`config.mk`:
```
export PLATFORM = sky130hd
export DESIGN_NAME = btpt_ctrl
export DESIGN_NICKNAME = d
export VERILOG_FILES = /design/src/rtl/core/binary_trie_prefix_table_assert.svh /design/src/rtl/core/btpt_pkg.sv /design/src/rtl/core/btpt_ctrl.sv
export SDC_FILE = /design/constraint.sdc
export NUM_CORES = 1
export LEC_CHECK = 0
export BUFFER_PORTS_ARGS = -buffer_cell sky130_fd_sc_hd__buf_2
export CORE_UTILIZATION = 44
export CTS_CLUSTER_DIAMETER = 40
export CTS_CLUSTER_SIZE = 16
export DETAILED_ROUTE_END_ITERATION = 8
export GPL_TIMING_DRIVEN = 0
export PLACE_DENSITY = 0.77
export SYNTH_ARGS = -nofsm -noshare
export SYNTH_HDL_FRONTEND = slang
export SYNTH_SLANG_ARGS = --single-unit
```
`constraint.sdc`:
```
create_clock -name aclk -period 2.5 [get_ports aclk]
set_input_delay 0.75 -clock aclk [delete_from_list [all_inputs] [get_ports aclk]]
set_output_delay 0.75 -clock aclk [all_outputs]
set_load 0.005 [all_outputs]
```
`src/rtl/core/binary_trie_prefix_table_assert.svh`:
```
// Assertion macros for the binary trie prefix table.
`ifndef BINARY_TRIE_PREFIX_TABLE_ASSERT_SVH
`define BINARY_TRIE_PREFIX_TABLE_ASSERT_SVH
`ifndef ASSERT_OFF
`define BTPT_ASSERT_IMP(lbl, ante, cons, msg) \
    lbl: assert property (@(posedge aclk) disable iff (!aresetn) (ante) |-> (cons)) \
        else $error(msg);
`define BTPT_ASSERT_NXT(lbl, ante, cons, msg) \
    lbl: assert property (@(posedge aclk) disable iff (!aresetn) (ante) |=> (cons)) \
        else $error(msg);
`else
`define BTPT_ASSERT_IMP(lbl, ante, cons, msg)
`define BTPT_ASSERT_NXT(lbl, ante, cons, msg)
`endif
`endif

```
`src/rtl/core/btpt_pkg.sv`:
```
// Shared types and constants for the binary trie prefix table.
`timescale 1ns / 1ps
package btpt_pkg;
    localparam int KEY_W   = 64;
    localparam int PLEN_W  = 7;
    localparam int VALIN_W = 32;
    localparam int S_TDATA_W = 104;
    localparam int M_TDATA_W = 40;

    localparam logic [1:0] REQ_INSERT = 2'd0;
    localparam logic [1:0] REQ_DELETE = 2'd1;
    localparam logic [1:0] REQ_LOOKUP = 2'd2;

    localparam logic [1:0] ST_OK    = 2'd0;
    localparam logic [1:0] ST_DUP   = 2'd1;
    localparam logic [1:0] ST_NF    = 2'd2;
    localparam logic [1:0] ST_FULL  = 2'd3;

    localparam logic [3:0] OP_NONE     = 4'd0;
    localparam logic [3:0] OP_LOAD     = 4'd1;
    localparam logic [3:0] OP_FETCH    = 4'd2;
    localparam logic [3:0] OP_DESCEND  = 4'd3;
    localparam logic [3:0] OP_STATUS   = 4'd4;
    localparam logic [3:0] OP_FIN      = 4'd5;
    localparam logic [3:0] OP_SETVAL   = 4'd6;
    localparam logic [3:0] OP_CLRVAL   = 4'd7;
    localparam logic [3:0] OP_FREE_RD  = 4'd8;
    localparam logic [3:0] OP_TAKE_FR  = 4'd9;
    localparam logic [3:0] OP_TAKE_BMP = 4'd10;
    localparam logic [3:0] OP_WR_NEW   = 4'd11;
    localparam logic [3:0] OP_LINK     = 4'd12;
    localparam logic [3:0] OP_FREE     = 4'd13;
    localparam logic [3:0] OP_UNLINK   = 4'd14;
    localparam logic [3:0] OP_OUT      = 4'd15;

    typedef struct packed {
        logic [3:0] op;
        logic [1:0] code;
        logic       latch;
    } cmd_t;

    typedef struct packed {
        logic [1:0] req;
        logic       at_plen;
        logic       last_step;
        logic       at_key_end;
        logic       child_zero;
        logic       cur_valid;
        logic       has_child;
        logic       node_zero;
        logic       free_nz;
        logic       bump_ok;
        logic       prune_stop;
        logic       out_free;
    } stat_t;
endpackage

```
`src/rtl/core/btpt_ctrl.sv`:
```
// Request sequencer for the binary trie prefix table.
`timescale 1ns / 1ps
module btpt_ctrl (
    input  logic              aclk,
    input  logic              aresetn,
    input  logic              s_tvalid,
    output logic              s_tready,
    input  btpt_pkg::stat_t   stat,
    output btpt_pkg::cmd_t    cmd
);
    localparam logic [3:0] S_IDLE   = 4'd0;
    localparam logic [3:0] S_FETCH  = 4'd1;
    localparam logic [3:0] S_LOOK   = 4'd2;
    localparam logic [3:0] S_ALLOC  = 4'd3;
    localparam logic [3:0] S_TAKEF  = 4'd4;
    localparam logic [3:0] S_WNEW   = 4'd5;
    localparam logic [3:0] S_LINK   = 4'd6;
    localparam logic [3:0] S_SETVAL = 4'd7;
    localparam logic [3:0] S_FREE   = 4'd8;
    localparam logic [3:0] S_UNLINK = 4'd9;
    localparam logic [3:0] S_DONE   = 4'd10;

    logic [3:0] state_reg, state_next;
    logic       prune_reg, prune_next;

    always_ff @(posedge aclk) begin
        if (!aresetn) begin
            state_reg <= S_IDLE;
            prune_reg <= 1'b0;
        end else begin
            state_reg <= state_next;
            prune_reg <= prune_next;
        end
    end

    assign s_tready = (state_reg == S_IDLE);

    always_comb begin
        state_next = state_reg;
        prune_next = prune_reg;
        cmd.op     = btpt_pkg::OP_NONE;
        cmd.code   = btpt_pkg::ST_OK;
        cmd.latch  = 1'b0;
        case (state_reg)
            S_IDLE: begin
                if (s_tvalid) begin
                    cmd.op     = btpt_pkg::OP_LOAD;
                    prune_next = 1'b0;
                    state_next = S_FETCH;
                end
            end
            S_FETCH: begin
                cmd.op     = btpt_pkg::OP_FETCH;
                state_next = prune_reg ? S_UNLINK : S_LOOK;
            end
            S_LOOK: begin
                cmd.latch = 1'b1;
                case (stat.req)
                    btpt_pkg::REQ_LOOKUP: begin
                        if (stat.at_key_end || stat.child_zero) begin
                            cmd.op     = btpt_pkg::OP_FIN;
                            state_next = S_DONE;
                        end else begin
                            cmd.op     = btpt_pkg::OP_DESCEND;
                            state_next = S_FETCH;
                        end
                    end
                    btpt_pkg::REQ_INSERT: begin
                        if (!stat.at_plen) begin
                            if (stat.child_zero) begin
                                state_next = S_ALLOC;
                            end else begin
                                cmd.op     = btpt_pkg::OP_DESCEND;
                                state_next = S_FETCH;
                            end
                        end else if (stat.cur_valid) begin
                            cmd.op     = btpt_pkg::OP_STATUS;
                            cmd.code   = btpt_pkg::ST_DUP;
                            state_next = S_DONE;
                        end else begin
                            state_next = S_SETVAL;
                        end
                    end
                    btpt_pkg::REQ_DELETE: begin
                        if (!stat.at_plen) begin
                            if (stat.child_zero) begin
                                cmd.op     = btpt_pkg::OP_STATUS;
                                cmd.code   = btpt_pkg::ST_NF;
                                state_next = S_DONE;
                            end else begin
                                cmd.op     = btpt_pkg::OP_DESCEND;
                                state_next = S_FETCH;
                            end
                        end else if (stat.has_child || stat.node_zero) begin
                            state_next = S_DONE;
                            if (stat.cur_valid) begin
                                cmd.op = btpt_pkg::OP_CLRVAL;
                            end else begin
                                cmd.op   = btpt_pkg::OP_STATUS;
                                cmd.code = btpt_pkg::ST_NF;
                            end
                        end else begin
                            // leaf: free it and prune upward
                            cmd.op     = btpt_pkg::OP_STATUS;
                            cmd.code   = btpt_pkg::ST_OK;
                            prune_next = 1'b1;
                            state_next = S_FREE;
                        end
                    end
                    default: begin
                        cmd.op     = btpt_pkg::OP_STATUS;
                        cmd.code   = btpt_pkg::ST_NF;
                        state_next = S_DONE;
                    end
                endcase
            end
            S_ALLOC: begin
                if (stat.free_nz) begin
                    cmd.op     = btpt_pkg::OP_FREE_RD;
                    state_next = S_TAKEF;
                end else if (stat.bump_ok) begin
                    cmd.op     = btpt_pkg::OP_TAKE_BMP;
                    state_next = S_WNEW;
                end else begin
                    cmd.op     = btpt_pkg::OP_STATUS;
                    cmd.code   = btpt_pkg::ST_FULL;
                    state_next = S_DONE;
                end
            end
            S_TAKEF: begin
                cmd.op     = btpt_pkg::OP_TAKE_FR;
                state_next = S_WNEW;
            end
            S_WNEW: begin
                cmd.op     = btpt_pkg::OP_WR_NEW;
                state_next = S_LINK;
            end
            S_LINK: begin
                cmd.op     = btpt_pkg::OP_LINK;
                state_next = stat.last_step ? S_SETVAL : S_ALLOC;
            end
            S_SETVAL: begin
                cmd.op     = btpt_pkg::OP_SETVAL;
                state_next = S_DONE;
            end
            S_FREE: begin
                cmd.op     = btpt_pkg::OP_FREE;
                state_next = S_FETCH;
            end
            S_UNLINK: begin
                cmd.latch  = 1'b1;
                cmd.op     = btpt_pkg::OP_UNLINK;
                state_next = stat.prune_stop ? S_DONE : S_FREE;
            end
            S_DONE: begin
                if (stat.out_free) begin
                    cmd.op     = btpt_pkg::OP_OUT;
                    state_next = S_IDLE;
                end
            end
            default: begin
                state_next = S_IDLE;
            end
        endcase
    end
endmodule

```
==> results of run 1 <==
## worst paths after layout
| check | from | to | slack [ns] | cells after the start |
|---|---|---|---|---|
| setup / recovery | stat[8] | cmd[4] | -0.14 | 5 |
| hold / removal | prune_reg$_SDFFE_PN0P_ | prune_reg$_SDFFE_PN0P_ | 0.56 | 1 |
| setup reg to reg | state_reg[2]$_SDFFE_PN0P_ | state_reg[0]$_SDFFE_PN0P_ | 0.85 | 4 |
| hold reg to reg | prune_reg$_SDFFE_PN0P_ | prune_reg$_SDFFE_PN0P_ | 0.56 | 1 |
## kinds of logic after synthesis
family	Yosys count
buf+inv	12
flops	5
compound gates	40
simple gates	45
## what timing repair did
| action | CTS | global route |
|---|---|---|
| pin swaps | 4 | 1 |
| gates resized for setup | 7 | 15 |
| setup endpoints to repair | 3 | 5 |
## routing by layer
metal	track usage, %	vias up	wire, um
met5	0	-	0
met4	12.26	0	79
met3	1.739	13	170
met2	35.63	52	1000
met1	31.50	398	887
li1	-	438	-
## per-stage QoR
step / power, uW / hold slack, ns / instances
6_report: 650.1 / 0.5593 / 142
5_1_grt: 702.4 / 0.5725 / 142
4_1_cts: 630.9 / 0.5560 / 142
3_5_place_dp: 529.2 / 0.5461 / 138
3_3_place_gp: 525.0 / 0.5522 / 138
2_1_floorplan: 405.1 / 0.5091 / 102
## cells in the final DEF (no fill, tap or decap), types with 2 or more instances in the layout
| cell type | n |
|---|---|
| sky130_fd_sc_hd__a211oi_1 | 2 |
| sky130_fd_sc_hd__a21o_1 | 2 |
| sky130_fd_sc_hd__a21oi_1 | 7 |
| sky130_fd_sc_hd__a221oi_1 | 2 |
| sky130_fd_sc_hd__and2_1 | 2 |
| sky130_fd_sc_hd__buf_2 | 19 |
| sky130_fd_sc_hd__buf_4 | 2 |
| sky130_fd_sc_hd__buf_6 | 2 |
| sky130_fd_sc_hd__clkbuf_1 | 3 |
| sky130_fd_sc_hd__clkbuf_2 | 2 |
| sky130_fd_sc_hd__clkbuf_4 | 3 |
| sky130_fd_sc_hd__dfxtp_1 | 4 |
| sky130_fd_sc_hd__inv_1 | 5 |
| sky130_fd_sc_hd__nand2_1 | 11 |
| sky130_fd_sc_hd__nand2b_1 | 5 |
| sky130_fd_sc_hd__nand3_1 | 2 |
| sky130_fd_sc_hd__nor2_1 | 5 |
| sky130_fd_sc_hd__nor2b_1 | 3 |
| sky130_fd_sc_hd__nor3_1 | 4 |
| sky130_fd_sc_hd__nor4_1 | 2 |
| sky130_fd_sc_hd__o21ai_0 | 7 |
| sky130_fd_sc_hd__o221ai_1 | 3 |
| sky130_fd_sc_hd__o22ai_1 | 2 |
| sky130_fd_sc_hd__or3_1 | 2 |
## power by group through the flow
stage	registers [uW]	clock network, uW	logic [uW]
CTS	123	94.9	413
global placement	125	0	400
detailed placement	124	0	405
floorplan	116	0	289
global route	128	96.9	478
finish	127	88.6	435
## layout make-up
type                    count  area, um2
flip-flops and latches      5      101.3
clock buffers               4      26.28
well taps                  15      18.77
repair buffers             21      123.9
inverters                   5      18.77
fillers                   116      461.7
plain buffers               7      41.29
multi-input cells          85      590.6
==> results.txt, run 1 <==
----------------------------------------------------
[Outcome]
  Result of the run ... finished, violations left
  Violations in the final reports ... setup timing

[Synthesis]
  Mapped Nets ... between 100 and 150
  Combinational family with the most area after synthesis ... compound AO/OA/AOI/OAI gates
  Yosys warning count ... 0
  EDFF count, synth ... 0
  Share of Yosys cell area claimed by the top area cell type ... between 10% and 20%
  Netlist Area Pre-Place ... a little under 700 um2
  Instance count of the mapped netlist ... roughly 100
  Synth top area cells ... sky130_fd_sc_hd__dfxtp_1 (15%), sky130_fd_sc_hd__nand2_1 (6.0%), sky130_fd_sc_hd__a21oi_1 (5.1%)
  Synthesized flop and latch total ... 5
  Area fraction in compound gates after synthesis ... about two fifths
  Unique masters post-synth ... around 40
  Area share of fa/ha/maj cells after synthesis ... 0%
  Largest area contributor in the netlist ... sky130_fd_sc_hd__dfxtp_1
  Most used flip-flop cell after synthesis ... sky130_fd_sc_hd__dfxtp_1
  List of most frequent post-synthesis cells ... sky130_fd_sc_hd__nand2_1 (11), sky130_fd_sc_hd__a21oi_1 (7), sky130_fd_sc_hd__o21ai_0 (7)
  Fraction of the mapped netlist area in simple logic gates ... a little over a third
  Share of the synthesized netlist area taken by xor and xnor gates ... 0%
  Share of cell area taken by muxes after synthesis ... 0%
  Average size of a mapped cell ... roughly 6.8 um2
  Part of the Yosys area used for sequential elements ... 14.52%
  Proportion of register bits with asynchronous set or reset after synthesis ... 0%
  Dominant cell by count in the synthesized netlist ... sky130_fd_sc_hd__nand2_1

[Timing]
  Max transition margin ... a little over two thirds
  Max Slew Vio Count ... 0
  Maximum clock skew at final layout ... ~0.00037 ns
  Pin slew with the least headroom to its limit ... ~0.45 ns
  Final worst slack ... -0.1423 ns
  Setup-violating endpoint count in the final report ... 1
  Accumulated negative setup slack ... -0.1423 ns
  Unrepaired setup endpoints after global routing ... yes
  Max frequency ... roughly 0.38 GHz
  Share of the clock period used by the worst path ... 105.7%
  Fin crit period ... 2.642 ns
  Count of endpoints failing hold in the final timing report ... 0

[Place]
  Port-buffer cells ... 21
  Placer's final routability congestion estimate ... ~0.9
  Placement Setup Slack ... -0.1712 ns
  HPWL reported at the end of detailed placement ... between 1 and 1.5 mm
  DP Area ... approximately 820 um2

[CTS]
  Hold Buf Count CTS ... 0
  CTS tree ... done
  Setup Buffers After CTS ... 0
  Clock insertion delay at the later pin of the skew report ... ~0.23 ns
  CTS root buffer ... sky130_fd_sc_hd__clkbuf_4
  Maximum clock path buffer count ... 2
  Number of CTS-inserted buffers ... 3
  Clock-pin slew reported for the worst setup and hold paths after clock tree synthesis ... around 0.040 ns
  Number of sinks driven by the clock tree ... 5
  Number of levels in the clock H-tree ... 1

[Floorplanning]
  Die footprint ... 1729 um2
  Die width ... about 42 um
  Placeable core region ... 1383 um2
  Ports placed on the boundary ... 24
  Initial cell density of the core ... 49.86%
  DIE HEIGHT ... just over 40 um
  Core Rows ... 13

[Critical path]
  List of cells traversed by the critical path ... buf_6 -> o31a_1 -> or4_4 -> a22oi_2 -> buf_2
  Crit. End Element ... primary output
  Category of the worst setup path launch point ... primary input
  Kind of cell adding the most delay to the critical path ... simple AND/OR/NAND/NOR gates
  Critical Path Slowest Stage Cell ... sky130_fd_sc_hd__or4_4
  Buffer and inverter count on the worst path ... 2
  Crit path max fanout ... 2
  Required time at the worst-slack endpoint ... approximately 1.8 ns
  Highest cell delay on the worst timing path ... 0.49 ns
  Critical setup path kind ... primary input to primary output
  Critical path arrival ... between 1.5 and 2 ns

[Drt]
  Routed wire length per instance ... approximately 15 um
  Drt via density ... around 6.3
  DR iter-0 viols ... 55
  Vias ... 901
  Remaining antenna violation count ... 0
  Total wirelength of the detailed-routed design ... about 2.1 mm
  First-pass detailed-route iteration total ... 4
  Residual DRC ... 0

[Global route]
  Number of antenna violations at the first check in global routing ... 0
  GRT Resource Usage Total ... 23.03%
  Global-route wire length before repair ... approximately 3.2 mm
  Overflow left after global routing ... 0
  Maximum number of pins on one net before global-route repair ... 11
  Number of global-route vias before repair ... roughly 770

[Finish]
  Ratio of cells with drive above 1 in the final layout ... between 30% and 40%
  ANT cells ... 0
  Final net count ... ~140
  Final core utilization ... approximately 67%
  Final non-filler cell area ... 920.9 um2
  Area grow syn2layout ... 33.58%
  Max reg flops ... 4

[Power and ir drop]
  Relative contribution of sequential cells to total power ... 19.5%
  Power density relative to cell area ... between 700 and 800 nW/um2
  Internal power ... between 300 and 400 uW
  Part of the total power dissipated in combinational logic ... roughly two thirds
  Maximum vdd ir drop ... about 0.58 mV
  Net switching component of the power ... 294.6 uW
  Portion of total power attributed to the clock network ... approximately 14%
  Static Leakage ... between 0.0003 and 0.0004 uW
  Net Sw Frac ... 45.31%

[Worst hold path]
  Worst min-delay path class ... flip-flop to flip-flop

[Job]
  Maximum Capacitance Violations ... 0

----------------------------------------------------
Note: power is estimated with default switching activity, not from simulation.
==> run 2: changes to the inputs <==
--- a/config.mk
+++ b/config.mk
@@ -11,7 +11,7 @@
 export CTS_CLUSTER_SIZE = 16
 export DETAILED_ROUTE_END_ITERATION = 8
 export GPL_TIMING_DRIVEN = 0
-export PLACE_DENSITY = 0.77
+export PLACE_DENSITY = 0.75
 export SYNTH_ARGS = -nofsm -noshare
 export SYNTH_HDL_FRONTEND = slang
 export SYNTH_SLANG_ARGS = --single-unit
==> results.txt, run 2 (synthesis results as in run 1) <==
----------------------------------------------------
[Finish]
  Most common cell after layout, fill and taps aside ... sky130_fd_sc_hd__buf_2
  Filler cell count in the final layout ... 111 (-4.3%)
  Most frequent cells in the layout ... sky130_fd_sc_hd__buf_2 (19), sky130_fd_sc_hd__nand2_1 (11), sky130_fd_sc_hd__a21oi_1 (7), sky130_fd_sc_hd__o21ai_0 (7)
  Final net count ... 148 (+2.8%)
  ANT cells ... 0 (unchanged)
  Area grow syn2layout ... 42.11%
  Ratio of cells with drive above 1 in the final layout ... 36.64% (+2.8 points)
  Final core utilization ... 70.86% (+4.3 points)
  Max reg flops ... 4 (unchanged)

[CTS]
  Hold Buf Count CTS ... 0 (unchanged)
  Number of CTS-inserted buffers ... 3 (unchanged)
  Maximum clock path buffer count ... 2 (unchanged)
  CTS tree ... done
  CTS root buffer ... sky130_fd_sc_hd__clkbuf_4
  Number of levels in the clock H-tree ... 1 (unchanged)
  Number of sinks driven by the clock tree ... 5 (unchanged)
  Clock insertion delay at the later pin of the skew report ... 0.24 ns (about the same)
  Clock-pin slew reported for the worst setup and hold paths after clock tree synthesis ... 0.04 ns (about the same)

[Outcome]
  Result of the run ... finished, violations left
  Violations in the final reports ... setup timing

[Floorplanning]
  Initial cell density of the core ... 49.86% (unchanged)
  Core Rows ... 13 (unchanged)
  Ports placed on the boundary ... 24 (unchanged)
  Die width ... 41.59 um (unchanged)
  DIE HEIGHT ... 41.59 um (unchanged)
  Die footprint ... 1729 um2 (unchanged)
  Placeable core region ... 1383 um2 (unchanged)

[Place]
  HPWL reported at the end of detailed placement ... 1.543 mm (+3.1%)
  Placement Setup Slack ... -0.1789 ns (-0.007610 ns)
  Port-buffer cells ... 21 (unchanged)
  Placer's final routability congestion estimate ... 0.8953 (+0.19%)

[Global route]
  Maximum number of pins on one net before global-route repair ... 11 (unchanged)
  Global-route wire length before repair ... 3.374 mm (+5.2%)
  Number of antenna violations at the first check in global routing ... 0 (unchanged)
  Number of global-route vias before repair ... 723 (-5.5%)
  GRT Resource Usage Total ... 24.78% (+1.7 points)
  Overflow left after global routing ... 0 (unchanged)

[Timing]
  Setup-violating endpoint count in the final report ... 1 (unchanged)
  Unrepaired setup endpoints after global routing ... yes
  Max transition margin ... 68.65% (-1.3 points)
  Count of endpoints failing hold in the final timing report ... 0 (unchanged)
  Pin slew with the least headroom to its limit ... 0.4660 ns (+0.01975 ns)
  Final worst slack ... -0.1095 ns (+0.03284 ns)
  Max Slew Vio Count ... 0 (unchanged)
  Maximum clock skew at final layout ... 0.002886 ns (+0.002517 ns)
  Fin crit period ... 2.609 ns (-0.03284 ns)
  Max frequency ... 0.3832 GHz (+1.3%)
  Share of the clock period used by the worst path ... 104.4% (-1.3 points)

[Drt]
  Remaining antenna violation count ... 0 (unchanged)
  Routed wire length per instance ... 16.03 um (+6.4%)
  DR iter-0 viols ... 52 (-5.5%)
  Total wirelength of the detailed-routed design ... 2.340 mm (+9.4%)
  First-pass detailed-route iteration total ... 4 (unchanged)
  Vias ... 949 (+5.3%)
  Drt via density ... 6.500 (+2.4%)
  Residual DRC ... 0 (unchanged)

[Power and ir drop]
  Maximum vdd ir drop ... 0.5217 mV (-10%)
  Power density relative to cell area ... 690.8 nW/um2 (-2.1%)
  Static Leakage ... 0.0004196 uW (+9.6%)

[Critical path]
  Critical setup path kind ... primary input to primary output
  Required time at the worst-slack endpoint ... 1.75 ns (about the same)
  Crit path max fanout ... 5 (+3)
  Category of the worst setup path launch point ... primary input
  Crit. End Element ... primary output
  Critical path arrival ... 1.86 ns (-0.03 ns)

[Job]
  Maximum Capacitance Violations ... 0 (unchanged)

[Worst hold path]
  Worst min-delay path class ... flip-flop to flip-flop

----------------------------------------------------
[run 2: what timing repair did]
action,CTS,global route
endpoints found under the setup margin,3,5
pin swaps,5,5
cloned,0,1
resized for setup,8,18
setup buffers,0,3
[run 2: final timing paths]
| check | start | endpoint | slack [ns] | cells after the start |
|---|---|---|---|---|
| hold reg to reg | prune_reg$_SDFFE_PN0P_ | prune_reg$_SDFFE_PN0P_ | 0.58 | 1 |
| setup / recovery | stat[11] | cmd[4] | -0.11 | 5 |
| setup reg to reg | state_reg[2]$_SDFFE_PN0P_ | state_reg[2]$_SDFFE_PN0P_ | 0.80 | 4 |
| hold / removal | prune_reg$_SDFFE_PN0P_ | prune_reg$_SDFFE_PN0P_ | 0.58 | 1 |
[run 2: through the flow]
| stage | instance area (um2) | setup TNS, ns | total power, uW | instances | hold slack (ns) |
|---|---|---|---|---|---|
| after floorplan | 694.4 | 0 | 405.1 | 102 | 0.5091 |
| after global placement | 818.3 | -0.2605 | 526.6 | 138 | 0.5532 |
| after detailed placement | 818.3 | -0.2825 | 532.9 | 138 | 0.5669 |
| after CTS | 877.1 | -0.1565 | 637.2 | 142 | 0.5781 |
| after global routing | 979.7 | -0.1860 | 727.1 | 146 | 0.6092 |
| final | 979.7 | -0.1095 | 676.8 | 146 | 0.5789 |
[run 2: layout make-up]
type,instances,area [um2],share of cell area [%]
Tap cell,15,18.77,1.916
Clock buffer,4,26.28,2.682
Sequential cell,5,101.3,10.34
Inverter,5,18.77,1.916
Multi-Input combinational cell,85,588.1,60.03
Buffer,7,55.05,5.619
Timing Repair Buffer,25,171.4,17.50
[run 2: report_power, final]
group          switching (uW)  internal [uW]
combinational             248            207
sequential               31.0            100
clock                    30.0           60.1
total                     309            368
[run 2: worst max-delay path, stage by stage]
cell and delay, ns:
sky130_fd_sc_hd__buf_12 0.10, sky130_fd_sc_hd__o31a_1 0.31, sky130_fd_sc_hd__or4_4 0.44, sky130_fd_sc_hd__a22oi_2 0.13
sky130_fd_sc_hd__buf_2 0.13
[run 2: metal layers]
layer	GRT usage (%)	up-vias	wire [um]
met2	36.88	66	1134
met5	0	-	0
met1	35.36	437	966
li1	-	444	-
met3	3.478	2	234
met4	10.32	0	4
